## config.mk

```make
export PLATFORM = sky130hd
export DESIGN_NAME = latency_histogram_monitor
export DESIGN_NICKNAME = d
export VERILOG_FILES = /design/src/design/lhm_pkg.sv /design/src/design/latency_histogram_monitor.sv
export SDC_FILE = /design/constraint.sdc
export NUM_CORES = 2
export LEC_CHECK = 0
export BUFFER_PORTS_ARGS = -buffer_cell sky130_fd_sc_hd__buf_4
export CAP_MARGIN = 0
export CORE_MARGIN = 8
export CORE_UTILIZATION = 50
export DETAILED_ROUTE_END_ITERATION = 6
export GPL_ROUTABILITY_DRIVEN = 0
export MAX_ROUTING_LAYER = met4
export PLACE_DENSITY = 0.67
export SETUP_SLACK_MARGIN = 0.4
export SKIP_CTS_REPAIR_TIMING = 1
export SYNTH_ARGS = -nofsm -noshare
export SYNTH_HDL_FRONTEND = slang
export SYNTH_SLANG_ARGS = --single-unit
```

## constraint.sdc

```tcl
create_clock -name clk -period 43.4 [get_ports clk]
set_input_delay 8.68 -clock clk [delete_from_list [all_inputs] [get_ports clk]]
set_output_delay 8.68 -clock clk [all_outputs]
set_load 0.01 [all_outputs]
```

## src/design/lhm_pkg.sv

```systemverilog
// Shared command codes, beat layouts and constants for the latency histogram monitor
`timescale 1ns / 1ps

package lhm_pkg;

  // command codes carried on s_tuser
  localparam logic [1:0] CMD_TASK  = 2'd0;
  localparam logic [1:0] CMD_STEAL = 2'd1;
  localparam logic [1:0] CMD_QUERY = 2'd2;
  localparam logic [1:0] CMD_CLEAR = 2'd3;

  localparam int USER_W = 2;
  localparam int IN_W   = 136;
  localparam int OUT_W  = 296;

  // percent scale, the divisor of the percentile target
  localparam logic [7:0] PCT_DIV = 8'd100;

  // input beat, first field in the highest bits
  typedef struct packed {
    logic [6:0]  percent;
    logic        steal_ok;
    logic [63:0] end_time;
    logic [63:0] start_time;
  } in_t;

  // output beat, first field in the highest bits, padded to whole bytes
  typedef struct packed {
    logic [1:0]  pad;
    logic [5:0]  bucket_hit;
    logic [63:0] percentile_bound;
    logic [31:0] steal_wins;
    logic [31:0] steal_tries;
    logic [63:0] duration_peak;
    logic [63:0] duration_total;
    logic [31:0] task_total;
  } out_t;

endpackage

```

## src/design/latency_histogram_monitor.sv

```systemverilog
// Latency histogram monitor: task and steal counters, log2 histogram, percentile walk
// Steal, clear and a query on an empty store go straight to the result load; a task record
//   steps through subtract, sum, max and bucket read, bucket write, then load.
// A query steps through a product state, then per bucket walked a memory read, an add on the
//   shared 64-bit adder and a scaled compare against the product, then the load.
// One command at a time; the next beat is taken the cycle after the result register loads.
// Reset (rst, synchronous) clears all counters and the bucket valid bits at once.
`timescale 1ns / 1ps

module latency_histogram_monitor #(
  parameter int BUCKETS     = 32,
  parameter int COUNT_WIDTH = 32
) (
  input  logic                     clk,
  input  logic                     rst,
  input  logic                     s_tvalid,
  output logic                     s_tready,
  // start_time[63:0], end_time[127:64], steal_ok[128], percent[135:129]
  input  logic [lhm_pkg::IN_W-1:0] s_tdata,
  // cmd[1:0]
  input  logic [lhm_pkg::USER_W-1:0] s_tuser,
  output logic                     m_tvalid,
  input  logic                     m_tready,
  // task_total[31:0], duration_total[95:32], duration_peak[159:96], steal_tries[191:160],
  // steal_wins[223:192], percentile_bound[287:224], bucket_hit[293:288], zero[295:294]
  output logic [lhm_pkg::OUT_W-1:0] m_tdata
);

  import lhm_pkg::*;

  localparam int CW  = COUNT_WIDTH;
  localparam int BW  = $clog2(BUCKETS);
  localparam int QW  = COUNT_WIDTH + 7;
  localparam int SW  = QW + 1;
  localparam logic [CW-1:0] CNT_MAX = '1;
  localparam logic [BW-1:0] LAST_BKT = BW'(BUCKETS - 1);

  // sequencer codes
  localparam logic [3:0] S_IDLE = 4'd0;
  localparam logic [3:0] S_SUB  = 4'd1;
  localparam logic [3:0] S_LEN  = 4'd2;
  localparam logic [3:0] S_MAX  = 4'd3;
  localparam logic [3:0] S_INC  = 4'd4;
  localparam logic [3:0] S_MUL  = 4'd5;
  localparam logic [3:0] S_WCMP = 4'd6;
  localparam logic [3:0] S_WRD  = 4'd7;
  localparam logic [3:0] S_WACC = 4'd8;
  localparam logic [3:0] S_DONE = 4'd9;

  function automatic logic [3:0] bitlen8(input logic [7:0] v);
    logic [3:0] n;
    n = '0;
    for (int j = 0; j < 8; j++) begin
      if (v[j]) n = 4'(j + 1);
    end
    return n;
  endfunction

  function automatic logic [CW-1:0] sat_inc(input logic [CW-1:0] v);
    return (v == CNT_MAX) ? v : v + 1'b1;
  endfunction

  logic [3:0]    state;
  in_t           in_beat;
  out_t          out_q;

  logic [63:0]   start_time;
  logic [63:0]   end_time;
  logic [6:0]    pct;
  logic [63:0]   dur;
  logic [3:0]    byte_len [8];
  logic [BW-1:0] bucket;

  logic [CW-1:0] task_count;
  logic [63:0]   duration_sum;
  logic [63:0]   duration_max;
  logic [CW-1:0] steal_tries;
  logic [CW-1:0] steal_wins;

  logic [BUCKETS-1:0] bvalid;
  logic [CW-1:0] mem [BUCKETS];
  logic [CW-1:0] rd_data;
  logic [BW-1:0] rd_addr;
  logic [BW-1:0] rd_addr_q;
  logic [CW-1:0] entry;

  logic [QW-1:0] prod;
  logic [QW-1:0] prod_q;
  logic [SW-1:0] cum_scaled;

  logic [BW-1:0] idx;
  logic [CW-1:0] cum;
  logic          cum_hit;
  logic [63:0]   bound;
  logic [5:0]    hit;

  logic [63:0]   add_a;
  logic [63:0]   add_b;
  logic          add_cin;
  logic [64:0]   add_res;
  logic [CW:0]   add_cnt;
  logic [CW-1:0] cnt_sat;

  logic [6:0]    len_c;
  logic [BW-1:0] bucket_c;

  assign in_beat  = in_t'(s_tdata);
  assign s_tready = (state == S_IDLE);
  assign m_tdata  = out_q;

  // shared 64-bit adder operand select
  always_comb begin
    add_a   = '0;
    add_b   = '0;
    add_cin = 1'b0;
    case (state)
      S_SUB: begin
        add_a   = end_time;
        add_b   = ~start_time;
        add_cin = 1'b1;
      end
      S_LEN: begin
        add_a = duration_sum;
        add_b = dur;
      end
      S_MAX: begin
        add_a   = dur;
        add_b   = ~duration_max;
        add_cin = 1'b1;
      end
      S_INC: begin
        add_a = 64'(entry);
        add_b = 64'(1);
      end
      S_WACC: begin
        add_a = 64'(cum);
        add_b = 64'(entry);
      end
      default: begin
        add_a = '0;
      end
    endcase
  end

  assign add_res = 65'(add_a) + 65'(add_b) + 65'(add_cin);
  assign add_cnt = add_res[CW:0];
  assign cnt_sat = (add_cnt >= {1'b0, CNT_MAX}) ? CNT_MAX : add_cnt[CW-1:0];

  // bit length from the per-byte lengths, clamped to the last bucket
  always_comb begin
    len_c = '0;
    for (int k = 0; k < 8; k++) begin
      if (byte_len[k] != '0) len_c = 7'(8 * k) + 7'(byte_len[k]);
    end
    bucket_c = (len_c > 7'(BUCKETS - 1)) ? LAST_BKT : len_c[BW-1:0];
  end

  // bucket entry, never-written entries read as zero
  assign entry   = bvalid[rd_addr_q] ? rd_data : '0;
  assign rd_addr = (state == S_MAX) ? bucket_c : idx;

  // count times percent, compared against the running sum plus one, scaled by 100
  assign prod       = QW'(task_count) * QW'(pct);
  assign cum_scaled = SW'(cum) * SW'(PCT_DIV) + SW'(PCT_DIV);

  // running sum reaches max(1, floor(prod / 100)): cum >= 1 and 100 * (cum + 1) > prod
  assign cum_hit = (cum != '0) && (cum_scaled > SW'(prod_q));

  // bucket memory
  always_ff @(posedge clk) begin
    if (state == S_INC) mem[bucket] <= cnt_sat;
    rd_data   <= mem[rd_addr];
    rd_addr_q <= rd_addr;
  end

  // sequencer, counters and result register
  always_ff @(posedge clk) begin
    if (rst) begin
      state        <= S_IDLE;
      m_tvalid     <= 1'b0;
      task_count   <= '0;
      duration_sum <= '0;
      duration_max <= '0;
      steal_tries  <= '0;
      steal_wins   <= '0;
      bvalid       <= '0;
    end else begin
      if (m_tvalid && m_tready && state != S_DONE) m_tvalid <= 1'b0;
      case (state)
        S_IDLE: begin
          if (s_tvalid) begin
            start_time <= in_beat.start_time;
            end_time   <= in_beat.end_time;
            pct        <= in_beat.percent;
            bound      <= '0;
            hit        <= '0;
            case (s_tuser)
              CMD_TASK: begin
                state <= S_SUB;
              end
              CMD_STEAL: begin
                steal_tries <= sat_inc(steal_tries);
                if (in_beat.steal_ok) steal_wins <= sat_inc(steal_wins);
                state <= S_DONE;
              end
              CMD_QUERY: begin
                state <= (task_count == '0) ? S_DONE : S_MUL;
              end
              default: begin
                task_count   <= '0;
                duration_sum <= '0;
                duration_max <= '0;
                steal_tries  <= '0;
                steal_wins   <= '0;
                bvalid       <= '0;
                state        <= S_DONE;
              end
            endcase
          end
        end
        S_SUB: begin
          dur   <= add_res[63:0];
          state <= S_LEN;
        end
        S_LEN: begin
          duration_sum <= add_res[63:0];
          for (int k = 0; k < 8; k++) begin
            byte_len[k] <= bitlen8(dur[8*k +: 8]);
          end
          state <= S_MAX;
        end
        S_MAX: begin
          if (add_res[64]) duration_max <= dur;
          bucket     <= bucket_c;
          task_count <= sat_inc(task_count);
          state      <= S_INC;
        end
        S_INC: begin
          bvalid[bucket] <= 1'b1;
          hit            <= 6'(bucket);
          state          <= S_DONE;
        end
        S_MUL: begin
          prod_q <= prod;
          idx    <= '0;
          cum    <= '0;
          state  <= S_WRD;
        end
        S_WRD: begin
          state <= S_WACC;
        end
        S_WACC: begin
          cum   <= cnt_sat;
          state <= S_WCMP;
        end
        S_WCMP: begin
          if (cum_hit) begin
            bound <= (idx == '0) ? 64'(0) : (64'(1) << idx);
            state <= S_DONE;
          end else if (idx == LAST_BKT) begin
            bound <= 64'(1) << (BUCKETS - 1);
            state <= S_DONE;
          end else begin
            idx   <= idx + 1'b1;
            state <= S_WRD;
          end
        end
        S_DONE: begin
          if (!m_tvalid || m_tready) begin
            out_q.pad              <= '0;
            out_q.bucket_hit       <= hit;
            out_q.percentile_bound <= bound;
            out_q.steal_wins       <= 32'(steal_wins);
            out_q.steal_tries      <= 32'(steal_tries);
            out_q.duration_peak    <= duration_max;
            out_q.duration_total   <= duration_sum;
            out_q.task_total       <= 32'(task_count);
            m_tvalid               <= 1'b1;
            state                  <= S_IDLE;
          end
        end
        default: begin
          state <= S_IDLE;
        end
      endcase
    end
  end

endmodule

```

==> reports/qor.txt <==
Vias per cell = 5.98
Vias in the first global route = 55.4k
Sw Share = 33.6%
Skew final = 0.0740 ns
CTS tree = done
Largest net degree at the start of global routing = 157
Cell Rows = 155
Top post-synthesis cells by count = 1634 x edfxtp_1, 644 x nand2_1, 386 x nor2_1
Crit path DAT = 2.18 ns
RSZ-0062 raised after global routing = false
EDFF count, synth = 1634
Vias post-DR = 56.5k
Clk pwr share = 28.0%
DRC = 0
#FFs+latches synth = 1932
Switching Power = 2.12 mW
Fin crit share = 25.0%
I/O Buffers = 404
Worst Path Max Fanout = 16
Distinct cells, synth = 91
Status = complete, no violations
Critical path origin = state[2]$_SDFFE_PP0P_
Worst-margin pin slew = 1.38 ns
Setup violations, final = 0
Die area = 193000 µm²
Synth Cell Area = 89500 µm²
# fillers = 13.8k
Max clock buf depth = 3
CORE AREA = 178000 µm²
Final Hold Fails = 0
IO Pins = 440
Initial Util = 50.2%
Setup TNS = 0 ns
Antenna violations before repair = 10
Placed cell areas = 95200 µm²
Cell count of the worst reg-to-reg path = 25
Maximum vdd drop = 0.0522 mV
Cts bufs inserted = 194
Setup CP Type = flop to output pin
CP endpoint kind = output pin
Fin cells = 9456
Hpwl dp = 159000 µm
P&R area growth vs syn = 14.0%
Placed insts = 9080
Cell taking the most area after synthesis = edfxtp_1
Ys async rst share = 0%
Max Fclk = 0.0921 GHz
Hold Slack = 0.421 ns
Cell area after layout = 102000 µm²
Synth Instances = 6570
Dpl ws = 31.84 ns
Final worst setup slack = 32.54 ns
Worst hold start = bound[21]$_SDFFCE_PP0P_
Mean post-synth cell area = 13.6 µm²
Pwr Density = 61.9 nW/µm²
Req. time, crit path = 34.72 ns
WHS Endpoint = m_tdata[245]$_DFFE_PP_
Leak = 37.8 nW
Logic pwr share = 28.3%
RR Startpoint = cum[2]$_SDFFCE_PP0P_
Worst hold path depth = 0
Post-layout utilization of the core = 57.2%
P_int = 4.20 mW
Sequential fraction of the synthesis area = 61.5%
Clk root buf = clkbuf_16
Reg2reg end = bound[6]$_SDFFCE_PP0P_
Hold crit path type = flop to flop
Slew Limit Fails = 0
Slew headroom = 7.96%
Total power draw = 6.31 mW
Synth area leaders = edfxtp_1 55%, mux4_2 6.7%, dfxtp_1 6.7%, ha_1 4.0%, fa_1 4.0%
Clock sink total = 1932
Remaining Overflow, GRT = 0
Final Net Count = 7526
Share of cells above drive strength 1 = 17.2%
Count leader, synth = edfxtp_1
Width of the die = 439 µm
Clk_lat worst skew = 0.87 ns
Critical Path Start Type = flop
Share of the synthesized area in the top cell type = 54.8%
Max-cap violations = 0
Post-synth top flop = edfxtp_1
DRT Pass-1 Iters = 6
WL final = 242000 µm
Clock period minus worst slack = 10.86 ns
First-pass GRT wire length = 356000 µm
Reg2Reg Setup Slack = 35.16 ns
Antenna Nets Post-Route = 0
Tot GR Track Use = 25.1%
Wire length per cell = 25.5 µm
Clock transition at path regs = 0.07 ns
Synth warnings = 0
Sequential power share = 43.8%
First DRT Iteration DRCs = 6339
H-tree Lvls = 4
Vert. Die Dim = 439 µm
worst max path at each step:
| stage | to | slack (ns) | depth (start not counted) |
|---|---|---|---|
| CTS | s_tready | 32.48 | 3 |
| floorplan | m_tdata[0]$_DFFE_PP_ | 14.16 | 3 |
| global placement | duration_max[52]$_SDFFE_PP0P_ | 31.88 | 8 |
| finish | s_tready | 32.54 | 3 |
| detailed placement | duration_max[35]$_SDFFE_PP0P_ | 31.84 | 8 |
| global route | s_tready | 32.41 | 3 |
final cells by class:
type | count | area (µm²) | share of cell area [%]
sequential | 1932 | 55000 | 54.0
inverter | 369 | 1390 | 1.36
multi-input combinational | 3930 | 32000 | 31.4
timing repair buffer | 494 | 3780 | 3.71
antenna | 11 | 27.5 | 0.0270
clock buffer | 244 | 5160 | 5.06
clock inverter | 121 | 1640 | 1.61
tap | 2355 | 2950 | 2.89
critical path: stages, from the launching register on:
cell     delay [ns]
dfxtp_1        0.52
or3_1          0.42
nor2_1         0.22
buf_4          0.18
flip-flops by register name (all words and copies together), names as in the netlist, 39 cells and up:
name / count
prod_q: 39
mem: 1024
m_tdata: 261
duration_sum: 64
start_time: 64
duration_max: 64
dur: 64
end_time: 64
metal layers:
metal / wire length [µm] / track usage (%) / vias to the layer above / share of wire (%)
met5: 0 / - / - / 0
met4: 12800 / 11.5 / 0 / 5.3
met3: 20800 / 4.56 / 520 / 8.6
met2: 114000 / 39.4 / 2622 / 47
met1: 93500 / 32.2 / 28400 / 39
li1: - / - / 25000 / -
logic make-up after synthesis:
| group | share of synthesized area [%] |
|---|---|
| other | 0.00419 |
| adder cells (fa/ha/maj) | 7.96 |
| multiplexers | 8.25 |
| flip-flops | 61.5 |
| XOR/XNOR | 2.33 |
| AO/OA/AOI/OAI | 7.89 |
| AND/OR/NAND/NOR | 8.76 |
| buffers and inverters | 3.32 |
cells in the final DEF, fill, tap and decap left out, types with 56 or more instances in the layout:
master,n
a21o_1,89
nor2_1,351
nand4_1,56
a22o_1,79
inv_1,367
nor3_1,74
nand2_1,644
buf_4,488
mux4_2,266
a221o_1,57
xnor2_1,135
clkbuf_16,196
and2_1,98
o21ai_0,231
a21oi_1,377
ha_1,285
dfxtp_1,297
mux2i_1,101
edfxtp_1,1634
nand3_1,182
fa_1,178
xor2_1,102
power by group through the flow:
stage          combinational [mW]  sequential (mW)  clock, mW
2_1_floorplan                1.20             2.74          0
3_3_place_gp                 1.70             2.79          0
4_1_cts                      1.77             2.76       1.79
5_1_grt                      1.95             2.77       1.86
6_report                     1.79             2.76       1.77
3_5_place_dp                 1.76             2.80          0
Power figures use the tool's default switching activity.
